--- src/sv/kld_pkg.sv ---
package kld_pkg;

    localparam int HISTORY_DEPTH = 16;

    localparam int NOW_W    = 32;
    localparam int SAMPLE_W = 10;
    localparam int TH_W     = 10;
    localparam int MS_W     = 16;
    localparam int PADDR_W  = 5;
    localparam int PDATA_W  = 32;
    localparam int S_TDATA_W = 48;
    localparam int M_TDATA_W = 8;

    localparam logic [NOW_W-1:0] SAMPLE_PERIOD_MS = 32'd20;

    typedef logic [2:0] key_t;

    localparam key_t KEY_RIGHT  = 3'd0;
    localparam key_t KEY_UP     = 3'd1;
    localparam key_t KEY_DOWN   = 3'd2;
    localparam key_t KEY_LEFT   = 3'd3;
    localparam key_t KEY_SELECT = 3'd4;
    localparam key_t KEY_NONE   = 3'd5;

    typedef logic [2:0] reg_idx_t;

    localparam reg_idx_t REG_NONE_TH   = 3'd0;
    localparam reg_idx_t REG_RIGHT_TH  = 3'd1;
    localparam reg_idx_t REG_UP_TH     = 3'd2;
    localparam reg_idx_t REG_DOWN_TH   = 3'd3;
    localparam reg_idx_t REG_LEFT_TH   = 3'd4;
    localparam reg_idx_t REG_INIT_REP  = 3'd5;
    localparam reg_idx_t REG_REP_STEP  = 3'd6;
    localparam reg_idx_t REG_MAX_DECR  = 3'd7;

    typedef struct packed {
        logic [TH_W-1:0] none_threshold;
        logic [TH_W-1:0] right_threshold;
        logic [TH_W-1:0] up_threshold;
        logic [TH_W-1:0] down_threshold;
        logic [TH_W-1:0] left_threshold;
        logic [MS_W-1:0] initial_repeat_ms;
        logic [MS_W-1:0] repeat_step_ms;
        logic [MS_W-1:0] max_decrease_ms;
    } cfg_t;

    localparam cfg_t CFG_RESET = '{
        none_threshold:    10'd1000,
        right_threshold:   10'd50,
        up_threshold:      10'd250,
        down_threshold:    10'd450,
        left_threshold:    10'd650,
        initial_repeat_ms: 16'd300,
        repeat_step_ms:    16'd20,
        max_decrease_ms:   16'd270
    };

endpackage

--- src/sv/kld_regs.sv ---
module kld_regs
(
    input  logic                          clk,
    input  logic                          rst_n,
    input  logic                          psel,
    input  logic                          penable,
    input  logic                          pwrite,
    input  logic [kld_pkg::PADDR_W-1:0]   paddr,
    input  logic [kld_pkg::PDATA_W-1:0]   pwdata,
    output logic [kld_pkg::PDATA_W-1:0]   prdata,
    output kld_pkg::cfg_t                 cfg
);

    kld_pkg::cfg_t     cfg_reg;
    kld_pkg::cfg_t     cfg_next;
    kld_pkg::reg_idx_t idx;
    logic              wr;

    assign idx = paddr[4:2];
    assign wr  = psel && penable && pwrite;

    always_comb
    begin
        cfg_next = cfg_reg;
        if (wr)
        begin
            unique case (idx)
                kld_pkg::REG_NONE_TH:  cfg_next.none_threshold    = pwdata[kld_pkg::TH_W-1:0];
                kld_pkg::REG_RIGHT_TH: cfg_next.right_threshold   = pwdata[kld_pkg::TH_W-1:0];
                kld_pkg::REG_UP_TH:    cfg_next.up_threshold      = pwdata[kld_pkg::TH_W-1:0];
                kld_pkg::REG_DOWN_TH:  cfg_next.down_threshold    = pwdata[kld_pkg::TH_W-1:0];
                kld_pkg::REG_LEFT_TH:  cfg_next.left_threshold    = pwdata[kld_pkg::TH_W-1:0];
                kld_pkg::REG_INIT_REP: cfg_next.initial_repeat_ms = pwdata[kld_pkg::MS_W-1:0];
                kld_pkg::REG_REP_STEP: cfg_next.repeat_step_ms    = pwdata[kld_pkg::MS_W-1:0];
                kld_pkg::REG_MAX_DECR: cfg_next.max_decrease_ms   = pwdata[kld_pkg::MS_W-1:0];
                default:               cfg_next = cfg_reg;
            endcase
        end
    end

    always_comb
    begin
        unique case (idx)
            kld_pkg::REG_NONE_TH:  prdata = {22'd0, cfg_reg.none_threshold};
            kld_pkg::REG_RIGHT_TH: prdata = {22'd0, cfg_reg.right_threshold};
            kld_pkg::REG_UP_TH:    prdata = {22'd0, cfg_reg.up_threshold};
            kld_pkg::REG_DOWN_TH:  prdata = {22'd0, cfg_reg.down_threshold};
            kld_pkg::REG_LEFT_TH:  prdata = {22'd0, cfg_reg.left_threshold};
            kld_pkg::REG_INIT_REP: prdata = {16'd0, cfg_reg.initial_repeat_ms};
            kld_pkg::REG_REP_STEP: prdata = {16'd0, cfg_reg.repeat_step_ms};
            kld_pkg::REG_MAX_DECR: prdata = {16'd0, cfg_reg.max_decrease_ms};
            default:               prdata = '0;
        endcase
    end

    always_ff @(posedge clk or negedge rst_n)
    begin
        if (!rst_n)
        begin
            cfg_reg <= kld_pkg::CFG_RESET;
        end
        else
        begin
            cfg_reg <= cfg_next;
        end
    end

    assign cfg = cfg_reg;

endmodule

--- src/sv/kld_decode.sv ---
module kld_decode
(
    input  kld_pkg::cfg_t                 cfg,
    input  logic [kld_pkg::SAMPLE_W-1:0]  sample,
    output kld_pkg::key_t                 code
);

    // first matching test wins, thresholds are taken as written
    always_comb
    begin
        if (sample > cfg.none_threshold)
            code = kld_pkg::KEY_NONE;
        else if (sample < cfg.right_threshold)
            code = kld_pkg::KEY_RIGHT;
        else if (sample < cfg.up_threshold)
            code = kld_pkg::KEY_UP;
        else if (sample < cfg.down_threshold)
            code = kld_pkg::KEY_DOWN;
        else if (sample < cfg.left_threshold)
            code = kld_pkg::KEY_LEFT;
        else
            code = kld_pkg::KEY_SELECT;
    end

endmodule

--- src/sv/kld_core.sv ---
module kld_core
(
    input  logic                         clk,
    input  logic                         rst_n,
    input  logic                         en,
    input  kld_pkg::cfg_t                cfg,
    input  logic [kld_pkg::NOW_W-1:0]    now_ms,
    input  kld_pkg::key_t                code,
    output kld_pkg::key_t                key_code
);

    localparam int D = kld_pkg::HISTORY_DEPTH;

    kld_pkg::key_t                hist_reg [D];
    kld_pkg::key_t                hist_shift [D];
    logic [kld_pkg::NOW_W-1:0]    last_sample_reg;
    logic [kld_pkg::NOW_W-1:0]    last_report_reg;
    logic [kld_pkg::MS_W-1:0]     reduction_reg;
    logic [kld_pkg::MS_W-1:0]     reduction_next;

    logic [kld_pkg::NOW_W-1:0]    since_sample;
    logic [kld_pkg::NOW_W-1:0]    since_report;
    logic [kld_pkg::MS_W-1:0]     interval;
    logic [kld_pkg::MS_W:0]       red_sum;
    logic                         too_soon;
    logic                         all_equal;
    logic                         repeat_hit;
    logic                         press_hit;
    logic                         report;

    assign since_sample = now_ms - last_sample_reg;
    assign since_report = now_ms - last_report_reg;
    assign too_soon     = since_sample < kld_pkg::SAMPLE_PERIOD_MS;

    always_comb
    begin
        for (int i = 0; i < D - 1; i++)
            hist_shift[i] = hist_reg[i + 1];
        hist_shift[D - 1] = code;
    end

    always_comb
    begin
        all_equal = 1'b1;
        for (int i = 1; i < D; i++)
            if (hist_shift[i] != hist_shift[0])
                all_equal = 1'b0;
    end

    assign interval = (cfg.initial_repeat_ms > reduction_reg)
                    ? cfg.initial_repeat_ms - reduction_reg : '0;
    assign red_sum  = {1'b0, reduction_reg} + {1'b0, cfg.repeat_step_ms};

    assign repeat_hit = all_equal && (since_report > {16'd0, interval});
    // new press: two equal newest entries after a change
    assign press_hit  = (code == hist_shift[D - 2]) && (hist_shift[D - 2] != hist_shift[D - 3]);
    assign report     = !too_soon && (repeat_hit || press_hit);

    always_comb
    begin
        reduction_next = reduction_reg;
        if (repeat_hit)
            reduction_next = (red_sum > {1'b0, cfg.max_decrease_ms})
                           ? cfg.max_decrease_ms : red_sum[kld_pkg::MS_W-1:0];
        else if (press_hit)
            reduction_next = '0;
    end

    assign key_code = report ? code : kld_pkg::KEY_NONE;

    always_ff @(posedge clk or negedge rst_n)
    begin
        if (!rst_n)
        begin
            for (int i = 0; i < D; i++)
                hist_reg[i] <= kld_pkg::KEY_RIGHT;
            last_sample_reg <= '0;
            last_report_reg <= '0;
            reduction_reg   <= '0;
        end
        else if (en && !too_soon)
        begin
            for (int i = 0; i < D; i++)
                hist_reg[i] <= hist_shift[i];
            last_sample_reg <= now_ms;
            if (repeat_hit || press_hit)
            begin
                last_report_reg <= now_ms;
                reduction_reg   <= reduction_next;
            end
        end
    end

endmodule

--- src/sv/keypad_ladder_debounce_autorepeat.sv ---
// Keypad ladder reader: one poll per request on the s_ side, one key code per
// poll on the m_ side, in order. A poll is taken every clock when the output
// is drained. The sample is decoded into the input register when the poll is
// accepted, then the single history/repeat-timer update writes the output
// register when the input register advances. An unread result holds the input
// register, so a new poll is then taken only while that register is empty.
// Thresholds and repeat timing live in eight APB registers at byte addresses
// 0x00..0x1C, written while idle.
module keypad_ladder_debounce_autorepeat
(
    input  logic                            clk,
    input  logic                            rst_n,
    input  logic                            s_tvalid,
    output logic                            s_tready,
    input  logic [kld_pkg::S_TDATA_W-1:0]   s_tdata,   // [31:0] now_ms, [41:32] adc_sample
    output logic                            m_tvalid,
    input  logic                            m_tready,
    output logic [kld_pkg::M_TDATA_W-1:0]   m_tdata,   // [2:0] key_code
    input  logic                            psel,
    input  logic                            penable,
    input  logic                            pwrite,
    input  logic [kld_pkg::PADDR_W-1:0]     paddr,
    input  logic [kld_pkg::PDATA_W-1:0]     pwdata,
    output logic [kld_pkg::PDATA_W-1:0]     prdata,
    output logic                            pready
);

    kld_pkg::cfg_t                  cfg;
    kld_pkg::key_t                  dec_code;
    kld_pkg::key_t                  core_key;

    logic                           in_valid_reg;
    logic [kld_pkg::NOW_W-1:0]      in_now_reg;
    kld_pkg::key_t                  in_code_reg;
    logic                           out_valid_reg;
    kld_pkg::key_t                  out_code_reg;

    logic                           accept;
    logic                           advance;

    assign pready = 1'b1;

    kld_regs u_regs
    (
        .clk     (clk),
        .rst_n   (rst_n),
        .psel    (psel),
        .penable (penable),
        .pwrite  (pwrite),
        .paddr   (paddr),
        .pwdata  (pwdata),
        .prdata  (prdata),
        .cfg     (cfg)
    );

    kld_decode u_decode
    (
        .cfg    (cfg),
        .sample (s_tdata[41:32]),
        .code   (dec_code)
    );

    kld_core u_core
    (
        .clk      (clk),
        .rst_n    (rst_n),
        .en       (advance),
        .cfg      (cfg),
        .now_ms   (in_now_reg),
        .code     (in_code_reg),
        .key_code (core_key)
    );

    assign advance  = in_valid_reg && (!out_valid_reg || m_tready);
    assign s_tready = !in_valid_reg || advance;
    assign accept   = s_tvalid && s_tready;

    always_ff @(posedge clk or negedge rst_n)
    begin
        if (!rst_n)
        begin
            in_valid_reg  <= 1'b0;
            out_valid_reg <= 1'b0;
        end
        else
        begin
            if (s_tready)
                in_valid_reg <= s_tvalid;
            if (advance)
                out_valid_reg <= 1'b1;
            else if (m_tready)
                out_valid_reg <= 1'b0;
        end
    end

    always_ff @(posedge clk)
    begin
        if (accept)
        begin
            in_now_reg  <= s_tdata[31:0];
            in_code_reg <= dec_code;
        end
        if (advance)
            out_code_reg <= core_key;
    end

    assign m_tvalid = out_valid_reg;
    assign m_tdata  = {5'd0, out_code_reg};

endmodule

--- config.mk ---
export PLATFORM = sky130hd
export DESIGN_NAME = keypad_ladder_debounce_autorepeat
export DESIGN_NICKNAME = d
export VERILOG_FILES = /design/src/sv/kld_pkg.sv /design/src/sv/kld_regs.sv /design/src/sv/kld_decode.sv /design/src/sv/kld_core.sv /design/src/sv/keypad_ladder_debounce_autorepeat.sv
export SDC_FILE = /design/constraint.sdc
export NUM_CORES = 1
export LEC_CHECK = 0
export BUFFER_PORTS_ARGS = -buffer_cell sky130_fd_sc_hd__buf_4
export CAP_MARGIN = 20
export CORE_ASPECT_RATIO = 1.25
export CORE_MARGIN = 2
export CORE_UTILIZATION = 55
export DETAILED_ROUTE_END_ITERATION = 8
export PLACE_DENSITY_LB_ADDON = 0.2
export SLEW_MARGIN = 5
export SYNTH_ARGS = -nofsm -noshare
export SYNTH_HDL_FRONTEND = slang
export SYNTH_SLANG_ARGS = --single-unit
--- constraint.sdc ---
create_clock -name clk -period 5.11 [get_ports clk]
set_clock_uncertainty 0.15 [all_clocks]
set_input_delay 0 -clock clk [delete_from_list [all_inputs] [get_ports clk]]
set_output_delay 0 -clock clk [all_outputs]
set_load 0.005 [all_outputs]
# After elaboration in Yosys (flattened, before gate mapping)
# Index checks and enable logic that the tools add are counted.
dict set report word_totals {
  ff_bits 263
  input_bits 92
  out_inout_bits 43
}
dict set report op_classes {
  addsub 4
  order_cmp 9
  eq_ne 24
  n_mux 26
  reduce_logical 28
}
# cell n
set ops {}
lappend ops {{$pmux W32 S8} 1}
lappend ops {{$mux W16} 4}
lappend ops {{$sub A32 B32 Y32} 2}
lappend ops {{$ne A3 B3 Y1} 16}
lappend ops {{$lt A10 B10 Y1} 4}
lappend ops {{$gt A32 B16 Y1} 1}
lappend ops {{$lt A32 B5 Y1 const B} 1}
lappend ops {{$reduce_and A2 Y1} 9}
lappend ops {{$add A16 B16 Y17} 1}
lappend ops {{$gt A17 B16 Y1} 1}
lappend ops {{$mux W1} 17}
lappend ops {{$gt A16 B16 Y1} 1}
lappend ops {{$sub A16 B16 Y16} 1}
lappend ops {{$eq A3 B3 Y1 const B} 4}
lappend ops {{$mux W3} 4}
lappend ops {{$gt A10 B10 Y1} 1}
lappend ops {{$logic_and A1 B1 Y1} 8}
lappend ops {{$eq A3 B2 Y1 const B} 2}
lappend ops {{$reduce_bool A2 Y1} 2}
lappend ops {{$eq A3 B1 Y1 const B} 1}
lappend ops {{$eq A3 B3 Y1} 1}
lappend ops {{$logic_not A1 Y1} 3}
lappend ops {{$logic_not A3 Y1} 1}
lappend ops {{$logic_or A1 B1 Y1} 3}
lappend ops {{2 further kinds} 2}

# Depth between registers and ports, before layout
# Gate-level depths: netlist of the first run.
dict set report logic_depth {
  word_depth 19
  mapped_depth 30
}

# Modules after synthesis
# From an unflattened synthesis of the first run, not the netlist that was laid out.
dict set report unflattened {
  cells_unflattened 1908
  hier_area_um2 18871.8
}
# mod n_inst cells_each area_each_um2 seq_area_each_um2
set by_module_without_submodules {}
lappend by_module_without_submodules {kld_core 1 1349 11743.8 3128.0}
lappend by_module_without_submodules {kld_regs 1 342 4659.5 2493.6}
lappend by_module_without_submodules {keypad_ladder_debounce_autorepeat 1 54 1297.5 1191.1}
lappend by_module_without_submodules {kld_decode 1 163 1171.1 0.0}

# Least setup slack after synthesis of the first run
# Ideal clock, no wire load.
dict set report synth_path {
  path_kind {register -> register}
  startpoint {register u_regs.cfg_reg, in the netlist u_regs.cfg[32]}
  endpoint {register u_core.last_report_reg[28] (netlist bit)}
  setup_ns 0.125
  t_arrival_ns 5.271
  path_slack_ns -0.436
  path_stages_with_launch 30
  path_buffers 2
  path_cell_list {dfrtp_1 inv_1 ha_1 inv_1 fa_1 a21o_1 a21oi_1 o21bai_1 a21oi_1 o21bai_1 a21oi_1 o21ai_0 a21o_1 a21oi_1 xnor2_1 nand2_1 ha_1 nand3_1 nor4_1 and4_1 nor3_1 or3_1 nor4_1 nand4_1 nor4b_1 a21oi_1 o211ai_2 buf_6 buf_8 mux2_2}
}
dict set report synth_via {
  elab_chain_cells 6
}
# item line_no
set synth_lines {}
lappend synth_lines {{start, declared} kld_regs.sv:14} ;# kld_pkg::cfg_t cfg_reg;
lappend synth_lines {{start signal, assigned} kld_regs.sv:60} ;# cfg_reg <= kld_pkg::CFG_RESET;
lappend synth_lines {{start signal, assigned} kld_regs.sv:64} ;# cfg_reg <= cfg_next;
lappend synth_lines {{$sub A16 B16 Y16 or $gt A16 B16 Y1 (tied branches)} {kld_core.sv:51, kld_core.sv:50}}
lappend synth_lines {{$mux W16 (*)} kld_core.sv:51} ;# ? cfg.initial_repeat_ms - reduction_reg : '0;
lappend synth_lines {{$gt A32 B16 Y1 (*)} kld_core.sv:54} ;# assign repeat_hit = all_equal && (since_report > {16'd0, interval});
lappend synth_lines {{$logic_and A1 B1 Y1 (*)} kld_core.sv:54}
lappend synth_lines {{$logic_or A1 B1 Y1 (*)} kld_core.sv:86} ;# if (repeat_hit || press_hit)
lappend synth_lines {{$reduce_and A2 Y1 (no line) (*)} n/a}
lappend synth_lines {{end signal, assigned} kld_core.sv:88} ;# last_report_reg <= now_ms;
lappend synth_lines {{end, declared} kld_core.sv:17} ;# logic [kld_pkg::NOW_W-1:0] last_report_reg;
# Every way passes the cells marked *; elsewhere a longest branch is shown, timed or not.
# A chain may end at the register's enable or synchronous reset.

# Final worst setup path of the first run
dict set report layout_path {
  startpoint {register u_regs.cfg_reg, in the netlist u_regs.cfg[32]}
  endpoint {register u_core.last_report_reg[3] (netlist bit)}
}
# Same word-level chain as after synthesis.

==> results.md, run 1 <==
- CP max stage delay: 0.39 ns
- Routed WL per cell: 19.2 µm
- Most common cell in the netlist: dfrtp_1
- List of most frequent post-synthesis cells: dfrtp_1, inv_1, ha_1
- Max-Slew Margin vs Limit: 25.3%
- Leakage: between 10 and 15 nW
- Switch share: 38.6%
- Area growth syn-to-layout: 21.5%
- Area share of and/or/nand/nor cells after synthesis: 12.7%
- Clk_lat worst skew: 0.58 ns
- Antenna viol nets, final: 0
- Post-DP Area: 0.0203 mm²
- DIE HEIGHT: roughly 210 µm
- Total grt overflow: 0
- Internal Pwr Total: 6.43 mW
- Fin. max-slew vios: 0
- Logic pwr share: approximately 49%
- Max FO, Critical Path: 11
- FP Rows: 75
- Type of the worst min-delay path: in2reg
- Failing checks: setup timing
- Unrepaired setup endpoints after global routing: true
- Hold Path Origin: s_tdata[31]
- Clock tree buffer depth: 3
- Peak VDD IR: 0.000300 V
- Core area: 0.0334 mm²
- P per Cell Area: 465 mW/mm²
- Psw: 4.05 mW
- Least-Margin Pin Slew: 1.12 ns
- Final setup vio count: 51
- Top_reg_cell synth: dfrtp_1
- Die width: 168 µm
- Post-layout instance area: 0.0226 mm²
- Yosys cell types: 89
- Residual DRC count: 0
- Post-synth EDFFs: 38
- R2r setup slk: -0.49 ns
- Arrival @ worst endpoint: approximately 5.9 ns
- Hold path cells: 2
- Crit Reg-Reg Endpoint: u_core.last_report_reg[3]
- Global-route wire length before repair: ~81 mm
- Crit-path slowest cell: dfrtp_1
- Sequential share of power: a little under a third
- CTS tree: built
- Setup TNS Final: -20.92 ns
- Register area: 0.00681 mm²
- Ys async rst share: 85.6%
- Area of the multi-input gates: around 0.011 mm²
- CP endpoint kind: flop
- Core Util, Final: 67.5%
- Mapped Area: approximately 0.019 mm²
- N_diodes: 0
- Die Area: 0.0352 mm²
- H-tree depth: 1
- R2R depth: 29
- CP startpoint kind: flop
- Xor and xnor area share after synthesis: 2.36%
- Post-synthesis compound-gate area fraction: about 18%
- Post-synthesis mux area share: about 12%
- Met1 usage: 32.4%
- TritonCTS Buffers: 30
- Delay-heaviest family, CP: compound AO/OA/AOI/OAI gates
- M3 GR Usage: 3.07%
- Max reg flops: 98
- Seq cells post-synth: about 260
- Max Clk Rate: 0.179 GHz
- Via count: 15600
- Power share of the clock group: 21.2%
- Synth warn: 0
- CTS Sinks: 263
- MaxCap Viol Count: 0
- Worst r2r src: u_regs.cfg[32]
- Post-synth top area cell: dfrtp_1
- Vias per Instance: a little under 6
- Final setup margin: -0.491 ns
- WS Path Type: reg2reg
- Antenna violations before repair: 0
- Status: finished, violations left
- GR peak layer: met2
- Place WS: -0.616 ns
- Worst EP required: 5.41 ns
- I/O pin total: around 140
- Final HPWL DP: around 36 mm
- Min Clock Period, post-route: around 5.6 ns
- # nets final: roughly 2400
- GPL Wtd Cong: 0.942
- Gate Count Post-Synth: 1919
- Largest net degree at the start of global routing: 143
- Share of post-route cells with drive strength above 1: 21.8%
- Post-Synth Adder-Cell Area: 11.8%
- Fin. Hold Viols: 0
- Starting density of the core: 55.6%
- Tcrit/Tclk final: 110%
- Largest family of logic cells by synthesized area: compound AO/OA/AOI/OAI gates
- Cell mode on critical path: a21oi_2
- Root Buffer: clkbuf_16
- Seq/Total Area, Yosys: 36.7%
- Fill cells: 2623
- Total design power: approximately 10 mW
- Vias in the first global route: roughly 16000
- Tot GR Track Use: around 28%
- CTS clk-pin slew, worst paths: about 0.06 ns
- Port buffer count: a little under 90
- DRT Wirelength: 50.3 mm
- Post-synth top area share: 25.9%
- Synth top area cells: dfrtp_1, ha_1, mux2_2
- Met2 Use GR: 51.0%
- Mean Syn Cell Area: 9.67 µm²
- Count of buffer and inverter cells on the critical path: 5
- Drt first pass iters: 5
- Worst Hold End: in_now_reg[31]
- DR iter-0 viols: just under 800
[worst max path at each step]
stage          slack [ns]                         end                    start  depth (start not counted)
6_report            -0.49   u_core.last_report_reg[3]           u_regs.cfg[32]                         29
5_1_grt             -0.84  u_core.last_report_reg[11]           u_regs.cfg[32]                         29
4_1_cts             -0.45  u_core.last_report_reg[12]           u_regs.cfg[32]                         29
3_5_place_dp        -0.62  u_core.last_report_reg[12]  u_core.reduction_reg[1]                         26
3_3_place_gp        -0.45   u_core.last_report_reg[1]           u_regs.cfg[32]                         28
2_1_floorplan       -0.05  u_core.last_report_reg[28]           u_regs.cfg[32]                         29
[layout make-up]
type	count	area share [%]
multi-input cells	1415	48.5
flip-flops and latches	263	30.2
repair buffers	294	11.5
clock buffers	35	3.51
inverters	174	2.90
well taps	423	2.35
clock inverters	21	0.987
[layer usage]
metal	vias up	share of wire, %
li1	7490	-
met3	186	3.9
met2	468	51
met1	7494	39
met5	-	0
met4	0	6.4
[through the flow]
step	hold WS, ns	std cells
finish	0.0201	2625
detailed placement	-0.120	2466
global route	0.0182	2625
floorplan	-0.446	1939
global placement	-0.122	2466
CTS	0.00662	2623
[placed cells by master (no fill, tap or decap), types with 88 or more instances in the layout]
cell type      netlist  final
dfrtp_1            192    192
buf_4               28    188
inv_1              173    171
ha_1               171    165
nand2_1            129    129
mux2_2             126    114
o21ai_0            117    113
a21oi_1            119    112
dlygate4sd3_1        0     91
nor2_1              89     88
[repair_timing]
action                                  CTS  global route
gates resized for setup                  35            12
endpoints found under the setup margin   51            51
setup buffers                             7             2
endpoints found under the hold margin   254             0
cloned                                    2             0
pin swaps                                 0             9
hold buffers                             92             0
[worst reg2reg max path, delay by kind of cell, from the launching register on]
kind	cells	cell delay [ns]
AOI/OAI and AO/OA	13	1.96
and+or+nand+nor	7	1.39
adders and majority gates	3	0.70
buffers and inverters	5	0.60
DFF	1	0.39
muxes	1	0.30
[cells by family (layout without fill, tap and decap cells)]
logic type | Yosys count | after routing
XOR/XNOR | 50 | 50
AO/OA/AOI/OAI | 500 | 500
other | 2 | 22
multiplexers | 201 | 201
flip-flops | 263 | 263
AND/OR/NAND/NOR | 468 | 468
adder cells (fa/ha/maj) | 174 | 174
buffers and inverters | 261 | 524
[power groups by stage]
stage / Combinational (mW) / Sequential [mW] / Clock [mW]
floorplan: 3.33 / 3.01 / 0
global placement: 4.53 / 3.13 / 0
detailed placement: 4.66 / 3.16 / 0
CTS: 5.04 / 3.14 / 2.27
global route: 5.62 / 3.22 / 2.35
finish: 5.12 / 3.14 / 2.23
Note: power is estimated with default switching activity, not from simulation.
==> run 2: changes to the inputs <==
--- a/config.mk
+++ b/config.mk
@@ -5,6 +5,7 @@
 export SDC_FILE = /design/constraint.sdc
 export NUM_CORES = 1
 export LEC_CHECK = 0
+export ABC_AREA = 1
 export BUFFER_PORTS_ARGS = -buffer_cell sky130_fd_sc_hd__buf_4
 export CAP_MARGIN = 20
 export CORE_ASPECT_RATIO = 1.25
==> run 2 against run 1 <==
Net effect:
- the flow now finishes without violations
- fmax up 18%
- critical endpoint is now u_core.last_report_reg[2]
- wire length up 7.4%
- clock-buffer cell count unchanged
- final cell count up 31%
- combinational power down 4.7%
==> results.md, run 2 <==
- Final setup vio count: 0
- R2R depth: 33
- Seq cells post-synth: roughly 260
- CP max stage delay: just over 0.4 ns
- Die width: 172 µm
- Most common cell in the netlist: nand2_1
- Total grt overflow: 0
- WS Path Type: reg2reg
- Mean Syn Cell Area: between 6 and 7 µm²
- Die Area: 0.0370 mm²
- H-tree depth: 1
- Cell mode on critical path: nand2_1
- CP endpoint kind: flop
- Clk_lat worst skew: 0.57 ns
- Post-DP Area: 0.0205 mm²
- Post-layout instance area: between 0.02 and 0.025 mm²
- Max reg flops: 98
- N_diodes: 0
- Most frequent cells in the layout: nand2_1, inv_1, dfrtp_1
- Drt first pass iters: 5
- Crit-path slowest cell: dfrtp_1
- Largest net degree at the start of global routing: about 120
- Global-route wire length before repair: 87.4 mm
- Post-synth EDFFs: 38
- Post-synth top area cell: dfrtp_1
- Fin. max-slew vios: 0
- Status: completed
- Gate Count Post-Synth: 2795
- Yosys cell types: 53
- Tot GR Track Use: 29.5%
- Setup TNS Final: 0 ns
- TritonCTS Buffers: 27
- Share of post-route cells with drive strength above 1: under 10%
- Ys async rst share: 85.6%
- CP startpoint kind: flop
- Antenna viol nets, final: 0
- GPL Wtd Cong: a little over 0.9
- Mapped Area: 0.0195 mm²
- Min Clock Period, post-route: 4.74 ns
- FP Rows: 77
- Placed cells: 3311
- DR iter-0 viols: 1214
- CTS tree: built
- Least-Margin Pin Slew: 0.783 ns
- Fin. Hold Viols: 0
- Post-Layout Cell Count: 3442
- Clock tree buffer depth: 3
- Top_reg_cell synth: dfrtp_1
- Antenna violations before repair: 0
- Routed WL per cell: 15.7 µm
- Synth warn: 0
- DIE HEIGHT: 214 µm
- Fill cells: 3197
- Area growth syn-to-layout: 14.4%
- Register area: 0.00681 mm²
- Vias per Instance: roughly 5.3
- MaxCap Viol Count: 0
- Hold path cells: 2
- Type of the worst min-delay path: in2reg
- Port buffer count: 88
- Max-Slew Margin vs Limit: 47.2%
- CTS clk-pin slew, worst paths: around 0.070 ns
- Starting density of the core: 55.4%
- Tcrit/Tclk final: 92.7%
- Seq/Total Area, Yosys: 34.9%
- Arrival @ worst endpoint: approximately 5.0 ns
- List of most frequent post-synthesis cells: nand2_1, inv_1, dfrtp_1
- Most common cell after layout, fill and taps aside: nand2_1
- Synth top area cells: dfrtp_1, nand2_1, ha_1
- Via count: 18200
- Post-synth top area share: ~25%
- CTS Sinks: 263
- Final HPWL DP: roughly 40 mm
- DRT Wirelength: 54.0 mm
- Vias in the first global route: 17900
- Area of the multi-input gates: 0.0104 mm²
- Leakage: between 10 and 15 nW
- Worst EP required: 5.41 ns
- Core Util, Final: between 60% and 70%
- Core area: 0.0352 mm²
- Root Buffer: clkbuf_16
- I/O pin total: 135
- P per Cell Area: about 450 mW/mm²
- Max Clk Rate: 0.211 GHz
- Max FO, Critical Path: 19
- # nets final: 3214
- Peak VDD IR: 0.000324 V
- Residual DRC count: 0
run 2: final cells by class:
type	instances	share of cell area (%)
Sequential cell	263	30.6
Clock inverter	14	0.774
Multi-Input combinational cell	1963	46.5
Clock buffer	35	3.39
Timing Repair Buffer	186	7.55
Tap cell	474	2.66
Inverter	507	8.54
run 2: critical path: cells and delay by family (launching register included):
family	cells	cell delay, ns
flops	1	0.41
compound gates	5	0.88
simple gates	19	1.69
buf+inv	6	0.79
fa+ha+maj	3	0.68
run 2: through the flow:
stage / setup slack (ns) / hold WS (ns) / power [mW]
after CTS: 0.143 / 0.00214 / 10.0
final: 0.375 / 0.0143 / 10.1
after detailed placement: 0.169 / -0.0612 / 7.84
after global placement: 0.229 / -0.0712 / 7.70
after global routing: -0.0381 / 0.0132 / 11.0
after floorplan: 1.05 / -0.446 / 6.60
run 2: worst paths after layout:
path / startpoint / end / slack, ns
min in group asynchronous: rst_n / u_core.reduction_reg[9] / 0.37
max in group asynchronous: rst_n / u_core.hist_reg[25] / 3.47
max reg2reg: u_core.reduction_reg[0] / u_core.last_report_reg[2] / 0.37
min reg2reg: u_core.last_report_reg[8] / u_core.last_report_reg[8] / 0.32
max: u_core.reduction_reg[0] / u_core.last_report_reg[2] / 0.37
min: s_tdata[27] / in_now_reg[27] / 0.01
run 2: routing by layer:
| metal | vias to the layer above | GRT usage, % | routed length (µm) |
|---|---|---|---|
| met5 | - | 0 | 0 |
| met1 | 8342 | 35.4 | 22000 |
| li1 | 9161 | - | - |
| met2 | 525 | 52.3 | 26600 |
| met4 | 0 | 13.5 | 2740 |
| met3 | 137 | 3.34 | 2690 |
run 2: logic make-up after synthesis:
family / synth area share [%]
fa+ha+maj: 11.3
simple gates: 26.2
other cells: 0.0385
flops: 34.9
compound gates: 13.1
xor+xnor: 2.11
buf+inv: 12.4
run 2: power by group:
part | switching, mW | internal (mW)
Sequential | 0.394 | 2.69
Combinational | 3.08 | 1.80
Clock | 0.864 | 1.24
run 2: what timing repair did:
action                     in CTS  in global routing
gates resized for setup         0                  5
hold endpoints to repair      240                  0
hold buffers                   79                  0
setup buffers                   0                  1
setup endpoints to repair       0                 51
==> run 3: changes to the inputs <==
--- a/config.mk
+++ b/config.mk
@@ -5,12 +5,11 @@
 export SDC_FILE = /design/constraint.sdc
 export NUM_CORES = 1
 export LEC_CHECK = 0
-export ABC_AREA = 1
 export BUFFER_PORTS_ARGS = -buffer_cell sky130_fd_sc_hd__buf_4
 export CAP_MARGIN = 20
 export CORE_ASPECT_RATIO = 1.25
 export CORE_MARGIN = 2
-export CORE_UTILIZATION = 55
+export CORE_UTILIZATION = 37
 export DETAILED_ROUTE_END_ITERATION = 8
 export PLACE_DENSITY_LB_ADDON = 0.2
 export SLEW_MARGIN = 5
==> run 3 against run 2 <==
Net effect:
- worst hold slack gained 0.0061 ns
- sequential share of layout area fell by 1.0 points
- the run now ends with setup timing left
- critical path depth down 4
- critical path type unchanged
- largest cell class unchanged
- highest routed layer is now met5
- die area is 41% higher
- first-iteration DRC count shrank 42%
- final cell count fell by 17%
- non-clock buffer count increased by 117
- clock power up 17%
- wire length shrank 1.7%
==> results.md, run 3 (synthesized netlist as in run 1, its figures left out) <==
- Status: finished, violations left
- Failing checks: setup timing
- Critical path endpoint: u_core.last_report_reg[24]
- Die width: ~200 µm
- Global-route wire length before repair: 85.2 mm
- Logic pwr share: 47.7%
- Max reg flops: 98
- Setup TNS Final: -17.55 ns
- Drt first pass iters: 5
- N_diodes: 0
- Fin. max-slew vios: 0
- Post-DP Area: 0.0206 mm²
- Antenna violations before repair: 2
- DIE HEIGHT: 254 µm
- Final setup margin: -0.416 ns
- Starting density of the core: a little under two fifths
- I/O pin total: 135
- CP max stage delay: 0.40 ns
- Tcrit/Tclk final: 108%
- Clk_lat worst skew: approximately 0.6 ns
- Place WS: -0.723 ns
- Type of the worst min-delay path: in2reg
- Switch share: between 30% and 40%
- FP Rows: 91
- Internal Pwr Total: 6.62 mW
- Most common cell after layout, fill and taps aside: buf_4
- Antenna viol nets, final: 0
- Least-Margin Pin Slew: 1.14 ns
- Cell mode on critical path: a21oi_2
- Unrepaired setup endpoints after global routing: true
- Power share of the clock group: 23.0%
- Placed cells: 2697
- Core area: between 0.04 and 0.05 mm²
- Port buffer count: a little under 90
- Final HPWL DP: 38.6 mm
- Post-Layout Cell Count: 2864
- R2R depth: 29
- Die Area: 0.0520 mm²
- Min Clock Period, post-route: 5.53 ns
- Hold Path Origin: psel
- Clock tree buffer depth: 3
- Tot GR Track Use: between 20% and 30%
- R2r setup slk: -0.42 ns
- CTS clk-pin slew, worst paths: 0.06 ns
- Fin. Hold Viols: 0
- Crit Reg-Reg Endpoint: u_core.last_report_reg[24]
- Residual DRC count: 0
- CTS Sinks: 263
- TritonCTS Buffers: 31
- P per Cell Area: 464 mW/mm²
- Psw: 4.09 mW
- Worst r2r src: u_regs.cfg[32]
- WHS: 0.0204 ns
- Routed WL per cell: 18.5 µm
- Leakage: 10.6 nW
- Core Util, Final: 46.7%
- Final setup vio count: 51
- GPL Wtd Cong: 0.886
- MaxCap Viol Count: 0
- Peak VDD IR: 0.000278 V
- Critical path origin: u_regs.cfg[32]
- Max Clk Rate: 0.181 GHz
- Max FO, Critical Path: 7
- DRT Wirelength: 53.1 mm
- CTS tree: built
- Largest net degree at the start of global routing: ~130
- CP endpoint kind: flop
- Worst EP required: around 5.4 ns
- Most frequent cells in the layout: buf_4, dfrtp_1, inv_1
- DR iter-0 viols: 701
- Sequential share of power: between 20% and 30%
- Arrival @ worst endpoint: 5.85 ns
- Via count: 15300
- Total grt overflow: 0
- H-tree depth: 1
- Hold path cells: 5
- # nets final: 2454
- CP startpoint kind: flop
- Total design power: 10.7 mW
- Root Buffer: clkbuf_16
- Max-Slew Margin vs Limit: between 20% and 30%
- WS Path Type: reg2reg
- Area growth syn-to-layout: 24.3%
- Post-layout instance area: 0.0231 mm²
- Share of post-route cells with drive strength above 1: between 20% and 30%
- Crit-path slowest cell: or3_4
- Vias in the first global route: 15800
- Vias per Instance: between 5 and 6
- Fill cells: 4789
## run 3: cell types whose count changed in the layout (fill, tap and decap cells not counted), sizes merged, moves of 81 or more
cell,previous run,this run
buf,108,209
inv,505,179
mux2,0,156
nand2,909,129
nand3,125,44
o21ai,209,122
## run 3: worst max-delay path, delay by kind of cell, from the launching register on
kind,cells,cell delay (ns)
AND/OR/NAND/NOR,9,1.68
XOR/XNOR,1,0.13
flip-flops,1,0.38
adder cells (fa/ha/maj),3,0.76
AO/OA/AOI/OAI,11,1.58
buffers and inverters,4,0.40
multiplexers,1,0.33
## run 3: timing repair
action,in CTS,in global routing
pin swaps,3,10
endpoints found under the setup margin,51,51
hold endpoints to repair,233,1
buffers inserted,9,5
gates resized for setup,35,26
cloned,2,2
hold buffers,93,1
## run 3: power groups by stage
| stage | Sequential (mW) | Clock (mW) | Combinational (mW) |
|---|---|---|---|
| 2_1_floorplan | 3.01 | 0 | 3.33 |
| 3_3_place_gp | 3.14 | 0 | 4.61 |
| 3_5_place_dp | 3.17 | 0 | 4.68 |
| 4_1_cts | 3.14 | 2.52 | 5.01 |
| 5_1_grt | 3.23 | 2.60 | 5.68 |
| 6_report | 3.14 | 2.46 | 5.11 |
## run 3: worst min-delay path by stage
stage	slack, ns	to
after floorplan	-0.45	in_valid_reg
after global placement	-0.03	in_valid_reg
after detailed placement	-0.04	m_tvalid
after CTS	0.002	in_now_reg[4]
after global routing	0.01	in_now_reg[3]
final	0.02	u_regs.cfg[32]
## run 3: routing by layer
metal	vias to the layer above	share of wire (%)	GRT usage (%)
li1	7486	-	-
met4	4	3.1	6.58
met2	253	51	38.3
met5	-	0.051	0
met1	7456	42	24.7
met3	90	3.0	2.11
## run 3: layout make-up
type                            instances  area, µm²  share of cell area, %
Timing Repair Buffer                  303       2700                   11.7
Tap cell                              651        815                   3.53
Clock inverter                         22        284                   1.23
Sequential cell                       263       6810                   29.5
Multi-Input combinational cell       1415      11000                   47.5
Inverter                              174        653                   2.83
Clock buffer                           36        846                   3.67
